<file path="src/hw/rtl/multichannel_moving_average_filter_unit_defines.svh">
// Assertion macros shared by the filter RTL. Both expect clk and rst in scope.
`ifndef MULTICHANNEL_MOVING_AVERAGE_FILTER_UNIT_DEFINES_SVH
`define MULTICHANNEL_MOVING_AVERAGE_FILTER_UNIT_DEFINES_SVH

`ifndef SYNTHESIS
`define MAF_ASSERT(lbl, ante, cons) \
  lbl: assert property (@(posedge clk) disable iff (rst) (ante) |-> (cons)) \
    else $error("maf: assertion failed");
`define MAF_ASSERT_NEXT(lbl, ante, cons) \
  lbl: assert property (@(posedge clk) disable iff (rst) (ante) |=> (cons)) \
    else $error("maf: assertion failed");
`else
`define MAF_ASSERT(lbl, ante, cons)
`define MAF_ASSERT_NEXT(lbl, ante, cons)
`endif

`endif

</file>
<file path="src/hw/rtl/maf_pkg.sv">
`default_nettype none

package maf_pkg;

  localparam int SAMPLE_W = 12;
  localparam int CH_W     = 2;
  localparam int VALUE_W  = 14;
  localparam int QUOT_W   = 14;

  localparam logic KIND_SAMPLE    = 1'b0;
  localparam logic KIND_ROUND_END = 1'b1;

  localparam logic [CH_W-1:0] CH_TEMP  = 2'd0;
  localparam logic [CH_W-1:0] CH_PH    = 2'd1;
  localparam logic [CH_W-1:0] CH_LEVEL = 2'd2;
  localparam logic [CH_W-1:0] CH_TURB  = 2'd3;

  typedef enum logic [2:0] {
    S_CLEAR,
    S_IDLE,
    S_WRITE,
    S_READ,
    S_CONV
  } maf_state_t;

  typedef enum logic [2:0] {
    C_IDLE,
    C_FN,
    C_NUM,
    C_DEN,
    C_LO,
    C_HI,
    C_DIV,
    C_DONE
  } maf_conv_state_t;

  typedef struct packed {
    logic            start;
    logic            ack;
    logic [CH_W-1:0] ch;
  } maf_conv_cmd_t;

  typedef struct packed {
    logic               done;
    logic [VALUE_W-1:0] value;
    logic               clamped;
  } maf_conv_rsp_t;

  // Output limits in hundredths of the unit
  function automatic logic [VALUE_W-1:0] chan_lo(input logic [CH_W-1:0] ch);
    logic [VALUE_W-1:0] r;
    unique case (ch)
      CH_TEMP:  r = 14'd1500;
      CH_PH:    r = 14'd400;
      CH_LEVEL: r = 14'd0;
      CH_TURB:  r = 14'd0;
      default:  r = 14'd0;
    endcase
    return r;
  endfunction

  function automatic logic [VALUE_W-1:0] chan_hi(input logic [CH_W-1:0] ch);
    logic [VALUE_W-1:0] r;
    unique case (ch)
      CH_TEMP:  r = 14'd3500;
      CH_PH:    r = 14'd1000;
      CH_LEVEL: r = 14'd10000;
      CH_TURB:  r = 14'd5000;
      default:  r = 14'd0;
    endcase
    return r;
  endfunction

endpackage

`default_nettype wire

</file>
<file path="src/hw/rtl/maf_in_if.sv">
`default_nettype none

interface maf_in_if;
  logic                         valid;
  logic                         ready;
  logic                         kind;
  logic [maf_pkg::CH_W-1:0]     channel;
  logic [maf_pkg::SAMPLE_W-1:0] sample_code;

  modport source (output valid, output kind, output channel, output sample_code, input ready);
  modport sink   (input valid, input kind, input channel, input sample_code, output ready);
endinterface

`default_nettype wire

</file>
<file path="src/hw/rtl/maf_out_if.sv">
`default_nettype none

interface maf_out_if;
  logic                        valid;
  logic                        ready;
  logic [maf_pkg::CH_W-1:0]    channel_out;
  logic [maf_pkg::VALUE_W-1:0] filtered_value;
  logic                        was_clamped;

  modport source (output valid, output channel_out, output filtered_value,
                  output was_clamped, input ready);
  modport sink   (input valid, input channel_out, input filtered_value,
                  input was_clamped, output ready);
endinterface

`default_nettype wire

</file>
<file path="src/hw/rtl/maf_ram.sv">
`default_nettype none

module maf_ram #(
  parameter int WIDTH = 12,
  parameter int DEPTH = 40,
  localparam int ADDR_W = (DEPTH > 1) ? $clog2(DEPTH) : 1
) (
  input  wire logic              clk,
  input  wire logic              we,
  input  wire logic [ADDR_W-1:0] waddr,
  input  wire logic [WIDTH-1:0]  wdata,
  input  wire logic [ADDR_W-1:0] raddr,
  output logic      [WIDTH-1:0]  rdata
);

  logic [WIDTH-1:0] mem [DEPTH];

  always_ff @(posedge clk) begin
    if (we) begin
      mem[waddr] <= wdata;
    end
    rdata <= mem[raddr];
  end

endmodule

`default_nettype wire

</file>
<file path="src/hw/rtl/maf_conv.sv">
`default_nettype none
`include "multichannel_moving_average_filter_unit_defines.svh"

// Linear conversion, clamp and rounded divide of one window sum.
// One limit multiplier and one subtractor, reused under a small sequencer.
module maf_conv #(
  parameter int WINDOW    = 10,
  parameter int CODE_BITS = 12,
  localparam int N_W   = $clog2(WINDOW + 1),
  localparam int SUM_W = maf_pkg::SAMPLE_W + N_W
) (
  input  wire logic                   clk,
  input  wire logic                   rst,
  input  wire maf_pkg::maf_conv_cmd_t cmd,
  input  wire logic [SUM_W-1:0]       sum,
  input  wire logic [N_W-1:0]         n,
  output maf_pkg::maf_conv_rsp_t      rsp
);

  localparam int FN_W = CODE_BITS + N_W;
  localparam int WIDE = FN_W + 17;
  localparam logic [FN_W-1:0] FS_EXT = FN_W'((1 << CODE_BITS) - 1);
  localparam logic [3:0] LAST_BIT = 4'(maf_pkg::QUOT_W - 1);

  maf_pkg::maf_conv_state_t state, state_next;

  logic [maf_pkg::CH_W-1:0]    ch_r;
  logic [SUM_W-1:0]            sum_r;
  logic [N_W-1:0]              n_r;
  logic [FN_W-1:0]             fn;
  logic signed [WIDE-1:0]      num;
  logic signed [WIDE-1:0]      den;
  logic [maf_pkg::VALUE_W-1:0] lo_r;
  logic [maf_pkg::VALUE_W-1:0] hi_r;
  logic                        lt_lo;
  logic signed [WIDE-1:0]      rem;
  logic signed [WIDE-1:0]      dsh;
  logic [3:0]                  bit_cnt;
  logic [maf_pkg::VALUE_W-1:0] value;
  logic                        clamped;

  logic signed [WIDE-1:0]      fn_s;
  logic signed [WIDE-1:0]      s_s;
  logic signed [WIDE-1:0]      num_calc;
  logic [maf_pkg::VALUE_W-1:0] lim;
  logic signed [WIDE-1:0]      lim_prod;
  logic signed [WIDE-1:0]      trial;

  always_comb begin
    fn_s = WIDE'(fn);
    s_s  = WIDE'(sum_r);
    unique case (ch_r)
      maf_pkg::CH_TEMP:  num_calc = WIDE'(25 * fn_s + 4950 * s_s);
      maf_pkg::CH_PH:    num_calc = WIDE'(4850 * fn_s - 5500 * s_s);
      maf_pkg::CH_LEVEL: num_calc = WIDE'(10000 * s_s);
      default:           num_calc = WIDE'(3300 * (fn_s - s_s));
    endcase
    // shared limit multiplier: lo*den, then hi*den
    lim      = (state == maf_pkg::C_LO) ? lo_r : hi_r;
    lim_prod = $signed({1'b0, lim}) * den;
    trial    = rem - dsh;
  end

  always_comb begin
    state_next = state;
    unique case (state)
      maf_pkg::C_IDLE: if (cmd.start) state_next = maf_pkg::C_FN;
      maf_pkg::C_FN:   state_next = maf_pkg::C_NUM;
      maf_pkg::C_NUM:  state_next = maf_pkg::C_DEN;
      maf_pkg::C_DEN:  state_next = maf_pkg::C_LO;
      maf_pkg::C_LO:   state_next = maf_pkg::C_HI;
      maf_pkg::C_HI:
        state_next = (lt_lo || num > lim_prod) ? maf_pkg::C_DONE : maf_pkg::C_DIV;
      maf_pkg::C_DIV:  if (bit_cnt == '0) state_next = maf_pkg::C_DONE;
      maf_pkg::C_DONE: if (cmd.ack) state_next = maf_pkg::C_IDLE;
      default:         state_next = maf_pkg::C_IDLE;
    endcase
  end

  always_ff @(posedge clk) begin
    if (rst) begin
      state <= maf_pkg::C_IDLE;
    end else begin
      state <= state_next;
    end
  end

  always_ff @(posedge clk) begin
    unique case (state)
      maf_pkg::C_IDLE: begin
        ch_r  <= cmd.ch;
        sum_r <= sum;
        n_r   <= n;
      end
      maf_pkg::C_FN:  fn  <= FS_EXT * FN_W'(n_r);
      maf_pkg::C_NUM: num <= num_calc;
      maf_pkg::C_DEN: begin
        den  <= (ch_r == maf_pkg::CH_PH) ? WIDE'(3 * fn_s) : fn_s;
        lo_r <= maf_pkg::chan_lo(ch_r);
        hi_r <= maf_pkg::chan_hi(ch_r);
      end
      maf_pkg::C_LO: lt_lo <= (num < lim_prod);
      maf_pkg::C_HI: begin
        if (lt_lo) begin
          value   <= lo_r;
          clamped <= 1'b1;
        end else if (num > lim_prod) begin
          value   <= hi_r;
          clamped <= 1'b1;
        end else begin
          // round half up: (2N + D) / (2D)
          value   <= '0;
          clamped <= 1'b0;
          rem     <= (num <<< 1) + den;
          dsh     <= den <<< (maf_pkg::QUOT_W);
          bit_cnt <= LAST_BIT;
        end
      end
      maf_pkg::C_DIV: begin
        value   <= {value[maf_pkg::VALUE_W-2:0], ~trial[WIDE-1]};
        if (!trial[WIDE-1]) rem <= trial;
        dsh     <= dsh >>> 1;
        bit_cnt <= bit_cnt - 4'd1;
      end
      maf_pkg::C_DONE: ;
      default: ;
    endcase
  end

  always_comb begin
    rsp.done    = (state == maf_pkg::C_DONE);
    rsp.value   = value;
    rsp.clamped = clamped;
  end

  `MAF_ASSERT(a_div_rem_bound, state == maf_pkg::C_DIV, rem >= 0 && rem < (dsh <<< 1))
  `MAF_ASSERT(a_value_in_range, rsp.done, rsp.value >= lo_r && rsp.value <= hi_r)
  `MAF_ASSERT_NEXT(a_done_holds, rsp.done && !cmd.ack, rsp.done)

endmodule

`default_nettype wire

</file>
<file path="src/hw/rtl/multichannel_moving_average_filter_unit.sv">
`default_nettype none
`include "multichannel_moving_average_filter_unit_defines.svh"

// Channel  Dir  Fields                                      Meaning
// item     in   kind, channel, sample_code                  ADC code or end of round
// result   out  channel_out, filtered_value, was_clamped    averaged value, 0.01 unit
//
// End-of-round transfer: no result. Sample transfer: the window is read one
// entry per cycle (n = window entries averaged), then the 14-step shared
// divider runs; a clamped result skips the divider.
// Reset: a clearing pass writes zero to all CHANNELS*WINDOW window entries,
// one per cycle; item.ready stays low until it ends.
// A finished result waits in the output register; the next transfer is
// taken while it waits, and only a second result stalls on result.ready.
module multichannel_moving_average_filter_unit #(
  parameter int WINDOW    = 10,
  parameter int CHANNELS  = 4,
  parameter int CODE_BITS = 12
) (
  input  wire logic  clk,
  input  wire logic  rst,
  maf_in_if.sink     item,
  maf_out_if.source  result
);

  localparam int DEPTH  = CHANNELS * WINDOW;
  localparam int ADDR_W = (DEPTH > 1) ? $clog2(DEPTH) : 1;
  localparam int IDX_W  = (WINDOW > 1) ? $clog2(WINDOW) : 1;
  localparam int N_W    = $clog2(WINDOW + 1);
  localparam int SUM_W  = maf_pkg::SAMPLE_W + N_W;
  localparam logic [maf_pkg::SAMPLE_W-1:0] CODE_MASK =
    (CODE_BITS >= maf_pkg::SAMPLE_W) ? {maf_pkg::SAMPLE_W{1'b1}}
                                     : maf_pkg::SAMPLE_W'((1 << CODE_BITS) - 1);

  maf_pkg::maf_state_t state, state_next;

  // control
  logic [ADDR_W-1:0] clr_addr;
  logic [IDX_W-1:0]  idx;
  logic              full;
  logic [N_W-1:0]    rd_cnt;
  logic              rd_pend;
  logic              out_valid;

  // payload
  logic [maf_pkg::CH_W-1:0]     ch_r;
  logic [maf_pkg::SAMPLE_W-1:0] code_r;
  logic [ADDR_W-1:0]            base;
  logic [N_W-1:0]               n_r;
  logic [SUM_W-1:0]             sum;
  logic [maf_pkg::CH_W-1:0]     out_ch;
  logic [maf_pkg::VALUE_W-1:0]  out_val;
  logic                         out_clamp;

  // window memory port
  logic                         ram_we;
  logic [ADDR_W-1:0]            ram_waddr;
  logic [maf_pkg::SAMPLE_W-1:0] ram_wdata;
  logic [ADDR_W-1:0]            ram_raddr;
  logic [maf_pkg::SAMPLE_W-1:0] ram_rdata;

  maf_pkg::maf_conv_cmd_t conv_cmd;
  maf_pkg::maf_conv_rsp_t conv_rsp;

  logic take;
  logic sample_ok;
  logic rd_issue;
  logic rd_done;
  logic load_ok;

  always_comb begin
    take      = item.valid && item.ready;
    sample_ok = (item.kind == maf_pkg::KIND_SAMPLE) && (32'(item.channel) < CHANNELS);
    rd_issue  = (state == maf_pkg::S_READ) && (rd_cnt != n_r);
    rd_done   = (state == maf_pkg::S_READ) && (rd_cnt == n_r) && !rd_pend;
    load_ok   = (state == maf_pkg::S_CONV) && conv_rsp.done && (!out_valid || result.ready);
  end

  // next state
  always_comb begin
    state_next = state;
    unique case (state)
      maf_pkg::S_CLEAR: if (clr_addr == ADDR_W'(DEPTH - 1)) state_next = maf_pkg::S_IDLE;
      maf_pkg::S_IDLE:  if (take && sample_ok) state_next = maf_pkg::S_WRITE;
      maf_pkg::S_WRITE: state_next = maf_pkg::S_READ;
      maf_pkg::S_READ:  if (rd_done) state_next = maf_pkg::S_CONV;
      maf_pkg::S_CONV:  if (load_ok) state_next = maf_pkg::S_IDLE;
      default:          state_next = maf_pkg::S_IDLE;
    endcase
  end

  // outputs of the sequencer
  always_comb begin
    item.ready   = (state == maf_pkg::S_IDLE);
    ram_we       = (state == maf_pkg::S_CLEAR) || (state == maf_pkg::S_WRITE);
    ram_waddr    = (state == maf_pkg::S_CLEAR) ? clr_addr : base + ADDR_W'(idx);
    ram_wdata    = (state == maf_pkg::S_CLEAR) ? '0 : code_r;
    ram_raddr    = base + ADDR_W'(rd_cnt[IDX_W-1:0]);
    conv_cmd.start = rd_done;
    conv_cmd.ack   = load_ok;
    conv_cmd.ch    = ch_r;
  end

  always_ff @(posedge clk) begin
    if (rst) begin
      state     <= maf_pkg::S_CLEAR;
      clr_addr  <= '0;
      idx       <= '0;
      full      <= 1'b0;
      rd_cnt    <= '0;
      rd_pend   <= 1'b0;
      out_valid <= 1'b0;
    end else begin
      state   <= state_next;
      rd_pend <= rd_issue;
      if (state == maf_pkg::S_CLEAR) clr_addr <= clr_addr + ADDR_W'(1);
      // end of round: shared index wraps and marks the window full
      if (take && item.kind == maf_pkg::KIND_ROUND_END) begin
        if (idx == IDX_W'(WINDOW - 1)) begin
          idx  <= '0;
          full <= 1'b1;
        end else begin
          idx <= idx + IDX_W'(1);
        end
      end
      if (take) rd_cnt <= '0;
      else if (rd_issue) rd_cnt <= rd_cnt + N_W'(1);
      if (load_ok) out_valid <= 1'b1;
      else if (result.ready) out_valid <= 1'b0;
    end
  end

  always_ff @(posedge clk) begin
    if (take) begin
      ch_r   <= item.channel;
      code_r <= item.sample_code & CODE_MASK;
      base   <= ADDR_W'(32'(item.channel) * WINDOW);
      n_r    <= full ? N_W'(WINDOW) : N_W'(idx) + N_W'(1);
      sum    <= '0;
    end else if (rd_pend) begin
      sum <= sum + SUM_W'(ram_rdata);
    end
    if (load_ok) begin
      out_ch    <= ch_r;
      out_val   <= conv_rsp.value;
      out_clamp <= conv_rsp.clamped;
    end
  end

  always_comb begin
    result.valid          = out_valid;
    result.channel_out    = out_ch;
    result.filtered_value = out_val;
    result.was_clamped    = out_clamp;
  end

  maf_ram #(
    .WIDTH (maf_pkg::SAMPLE_W),
    .DEPTH (DEPTH)
  ) u_window (
    .clk   (clk),
    .we    (ram_we),
    .waddr (ram_waddr),
    .wdata (ram_wdata),
    .raddr (ram_raddr),
    .rdata (ram_rdata)
  );

  maf_conv #(
    .WINDOW    (WINDOW),
    .CODE_BITS (CODE_BITS)
  ) u_conv (
    .clk (clk),
    .rst (rst),
    .cmd (conv_cmd),
    .sum (sum),
    .n   (n_r),
    .rsp (conv_rsp)
  );

  `MAF_ASSERT(a_waddr_range, ram_we, 32'(ram_waddr) < DEPTH)
  `MAF_ASSERT(a_rd_cnt_bound, state == maf_pkg::S_READ, rd_cnt <= n_r && n_r != '0)
  `MAF_ASSERT(a_idx_range, 1'b1, 32'(idx) < WINDOW)
  `MAF_ASSERT(a_conv_owned, conv_rsp.done, state == maf_pkg::S_CONV)

endmodule

`default_nettype wire

</file>
<file path="src/flat_wrapper.sv">
// flat-port wrapper written by rule: the top's interface ports become plain ports
module multichannel_moving_average_filter_unit_flat 
#(
  parameter int WINDOW    = 10,
  parameter int CHANNELS  = 4,
  parameter int CODE_BITS = 12
)
  (clk, rst, item_valid, item_kind, item_channel, item_sample_code, item_ready, result_valid, result_channel_out, result_filtered_value, result_was_clamped, result_ready);
  maf_in_if item_i ();
  maf_out_if result_i ();
  input  wire logic clk;
  input  wire logic rst;
  input wire logic [$bits(item_i.valid)-1:0] item_valid;
  input wire logic [$bits(item_i.kind)-1:0] item_kind;
  input wire logic [$bits(item_i.channel)-1:0] item_channel;
  input wire logic [$bits(item_i.sample_code)-1:0] item_sample_code;
  output wire logic [$bits(item_i.ready)-1:0] item_ready;
  output wire logic [$bits(result_i.valid)-1:0] result_valid;
  output wire logic [$bits(result_i.channel_out)-1:0] result_channel_out;
  output wire logic [$bits(result_i.filtered_value)-1:0] result_filtered_value;
  output wire logic [$bits(result_i.was_clamped)-1:0] result_was_clamped;
  input wire logic [$bits(result_i.ready)-1:0] result_ready;
  assign item_i.valid = item_valid;
  assign item_i.kind = item_kind;
  assign item_i.channel = item_channel;
  assign item_i.sample_code = item_sample_code;
  assign item_ready = item_i.ready;
  assign result_valid = result_i.valid;
  assign result_channel_out = result_i.channel_out;
  assign result_filtered_value = result_i.filtered_value;
  assign result_was_clamped = result_i.was_clamped;
  assign result_i.ready = result_ready;
  multichannel_moving_average_filter_unit #(.WINDOW(WINDOW), .CHANNELS(CHANNELS), .CODE_BITS(CODE_BITS)) u_core (.clk(clk), .rst(rst), .item(item_i), .result(result_i));
endmodule
</file>
<file path="config.mk">
export PLATFORM = sky130hd
export DESIGN_NAME = multichannel_moving_average_filter_unit_flat
export DESIGN_NICKNAME = d
export VERILOG_FILES = /design/src/hw/rtl/maf_pkg.sv /design/src/hw/rtl/maf_in_if.sv /design/src/hw/rtl/maf_out_if.sv /design/src/hw/rtl/maf_ram.sv /design/src/hw/rtl/maf_conv.sv /design/src/hw/rtl/multichannel_moving_average_filter_unit.sv /design/src/flat_wrapper.sv
export VERILOG_INCLUDE_DIRS = /design/src /design/src/hw/rtl
export SDC_FILE = /design/constraint.sdc
export NUM_CORES = 2
export LEC_CHECK = 0
export BUFFER_PORTS_ARGS = -buffer_cell sky130_fd_sc_hd__buf_2
export CORE_ASPECT_RATIO = 0.5
export CORE_MARGIN = 4
export CORE_UTILIZATION = 45
export CTS_CLUSTER_SIZE = 20
export DETAILED_ROUTE_END_ITERATION = 10
export PLACE_DENSITY = 0.57
export RECOVER_POWER = 50
export SYNTH_ARGS = -nofsm -noshare
export SYNTH_HDL_FRONTEND = slang
export SYNTH_SLANG_ARGS = --single-unit
</file>
<file path="constraint.sdc">
create_clock -name clk -period 20.5 [get_ports clk]
set_input_delay 0 -clock clk [delete_from_list [all_inputs] [get_ports clk]]
set_output_delay 0 -clock clk [all_outputs]
set_load 0.1 [all_outputs]
</file>
==> flow_summary.toml <==
[sta]
min_period_over_period = 0.4898
finalSetupViolCount = 0
tightest_slew_ns = 4.131
fin_skew_ns = 0.03989
fin_tns_setup_ns = 0
relSlewSlack = -1.754
rsz0062_at_grt = "false"
fmax_mhz = 99.60
hold_viol = 0
drv_slew = 585
layout_min_cycle_time_ns = 10.04

[place]
io_buffer_count = 37
dp.final_hpwl_um = 125100
place_inst = 7021
gp_congestion = 0.9253
place_area_mm2 = 0.06375

[worst_setup_path]
start_kind = "register"
critPathArrivalTime_ns = 10.32
cp_num_buf_inv = 4
required_ns = 20.78
cp_max_fo = 36
r2r.worst_path.cells = 30
r2r_start = "u_core.u_conv.state[0]$_SDFFE_PP0P_"
crit_path_end = "u_core.u_conv.dsh[21]$_DFFE_PP_"
cp.depth = 30
path_delay_family = "adder cells"
cp_slowest_stage_delay_ns = 0.82
critPathLaunch = "u_core.u_conv.state[0]$_SDFFE_PP0P_"
reg2reg_to = "u_core.u_conv.dsh[21]$_DFFE_PP_"
cp-end-kind = "register"
critPathSlowestCell = "nor2b_1"
r2r_slack_ns = 10.46
cp_common_cell = "fa_1"
critical_path_class = "reg -> reg"

[cts]
htreeDepth = 3
cts_buffers = 73
clock_path_buffers = 3
postCtsSetupRepairBufs = 0
cts_root_buf = "clkbuf_16"
clk_pin_slew_ns = 0.06
tritoncts = "done"
clk_latency_ns = 0.67
cts.sinks = 746

[die]
rows = 95
coreArea_mm2 = 0.1344
die_y_um = 268.4
die_x_um = 528.8
start_util = 0.4540
pin_count = 38
dieArea_mm2 = 0.1419

[outcome]
violations = "capacitance limit, slew limit"
status = "finished, violations left"

[finish]
postLayoutCellArea_mm2 = 0.06635
fin_cells = 7187
areaGrowthSynthToFinish_pct = 8.711
nets = 6571
drive_gt1_frac = 0.07604

[yosys]
synth_edf_count = 695
synth_top_area_frac = 0.3419
yosysTopAreaCell = "edfxtp_1"
synth.area.top_cells = "edfxtp_1 (34%), fa_1 (16%), ha_1 (15%), mux4_2 (5.8%), inv_1 (4.5%)"
syn-instance-count = 5229
syn_area_mm2 = 0.06103
synth.yosys.seq_area_share = 0.3587
async_flop_share = 0
syn-mean-instance-area_um2 = 11.67
yosys.cell_types.count = 94
yosys_warnings = 0
ys_seq_elements = 746
syn_nets = 6466
synth_ff_type = "edfxtp_1"

[flow_run]
max_cap_viol_count = 18

[grt]
grt_usage = 0.2308
grt_pass1_wl_um = 250000
antenna_found_initial = 0
grt_overflow = 0
grt_max_degree = 96
grt_pass1_vias = 41633

[routing]
first_pass_iters = 7
wl_um = 161100
drc_errors = 0
drt_iter0_drc = 2676
vias_per_cell = 5.545
routedWlPerCell_um = 22.42
vias = 39851
drt.antenna.violating_nets = 0

[worst_hold_path]
min_path_type = "in -> reg"
==> layout by cell type, fill, tap and decap left out, drive strengths merged, types with 51 or more instances in the layout <==
cell type,count
a21o,103
a21oi,247
and2,72
buf,76
clkbuf,130
dfxtp,51
edfxtp,695
fa,483
ha,735
inv,737
mux4,157
nand2,353
nand3,84
nor2,254
nor2b,72
nor3,67
o21ai,205
xnor2,183
xor2,106
==> worst register-to-register path: cells and delay by family, from the launching register on <==
| kind | cells | cell delay [ns] |
|---|---|---|
| fa+ha+maj | 8 | 3.46 |
| simple gates | 9 | 2.24 |
| compound gates | 8 | 1.90 |
| buf+inv | 4 | 1.29 |
| flops | 1 | 0.58 |
| xor+xnor | 1 | 0.15 |
==> timing repair <==
item                                   CTS  global route
hold buffers                            32             0
resized for setup                        0             0
endpoints found under the hold margin   43             0
==> sequential cells by signal, summed over array words and instances, names as in the netlist, 3 cells and up <==
name,flops
u_core.n_r,4
u_core.code_r,12
u_core.rd_cnt,4
u_core.u_window.mem,480
u_core.sum,16
u_core.u_conv.state,3
u_core.u_conv.num,31
u_core.u_conv.dsh,32
u_core.u_conv.n_r,4
u_core.state,3
u_core.clr_addr,6
u_core.u_conv.value,14
u_core.u_conv.bit_cnt,4
u_core.idx,4
u_core.u_conv.fn,16
u_core.u_conv.rem,33
u_core.u_conv.sum_r,16
u_core.u_window.rdata,12
u_core.u_conv.hi_r,6
u_core.result.filtered_value,14
u_core.u_conv.den,18
==> stage by stage <==
step           worst slack, ns  utilization  hold slack, ns
2_1_floorplan            9.955            -         0.07161
3_3_place_gp             11.05       0.4742          0.1760
3_5_place_dp             10.98       0.4742          0.1781
5_1_grt                  9.767       0.4935         0.02183
6_report                 10.46       0.4935         0.03262
4_1_cts                  10.89       0.4947        0.002410
==> worst min-delay path by stage <==
stage | start | endpoint | slack [ns] | cells past startpoint
after floorplan | rst | u_core.rd_pend$_SDFF_PP0_ | 0.07 | 1
after global placement | item_sample_code[1] | u_core.code_r[1]$_DFFE_PP_ | 0.18 | 1
after detailed placement | item_sample_code[9] | u_core.code_r[9]$_DFFE_PP_ | 0.18 | 1
after CTS | item_sample_code[6] | u_core.code_r[6]$_DFFE_PP_ | 0.002 | 2
after global routing | item_sample_code[6] | u_core.code_r[6]$_DFFE_PP_ | 0.02 | 2
final | item_sample_code[8] | u_core.code_r[8]$_DFFE_PP_ | 0.03 | 2
==> cell type report <==
class	instances	area (um2)
multi-input combinational	3625	35980
clock inverter	48	565.5
clock buffer	85	1872
fill	12039	68090
sequential	746	21890
tap	1794	2245
timing repair buffer	153	1035
inverter	735	2759
antenna	1	2.502
==> cell usage after synthesis, types with 14 or more instances <==
cell type / number
o21a_1: 36
a31oi_1: 26
clkbuf_1: 108
a211o_1: 14
nor2_1: 254
nand4_1: 18
a21boi_0: 17
and3_1: 36
dfxtp_1: 51
xor2_1: 106
nor2b_1: 72
or3_1: 22
o21ai_0: 190
ha_1: 735
o21bai_1: 20
a21oi_1: 244
mux2i_1: 33
inv_1: 731
nor3_1: 66
edfxtp_1: 695
nand3_1: 84
a31o_2: 15
a211oi_1: 38
xnor2_1: 183
fa_1: 483
nand3b_1: 14
mux4_2: 157
and2_1: 72
nand2b_1: 47
a21o_1: 103
nand2_1: 353
==> metal layers <==
layer,up-vias,wire length (um),part of all wire,GRT usage
li1,18587,-,-,-
met1,20221,71280,0.44,0.3102
met2,843,78800,0.49,0.3997
met3,200,6550,0.041,0.02563
met4,0,4507,0.028,0.06465
met5,-,0,0,0
==> cells by family (layout without fill, tap and decap cells) <==
logic type,Yosys count,in the layout,synth area share
and+or+nand+nor,1088,1088,0.08551
other,0,1,0
adders and majority gates,1218,1218,0.3091
AOI/OAI and AO/OA,836,836,0.08821
DFF,746,746,0.3587
xor gates and xnor gates,289,289,0.04147
muxes,194,194,0.06408
buffers and inverters,858,1021,0.05295
Power is not shown: default switching activity piles up to over one toggle a cycle in this logic, so the estimate is an artifact.
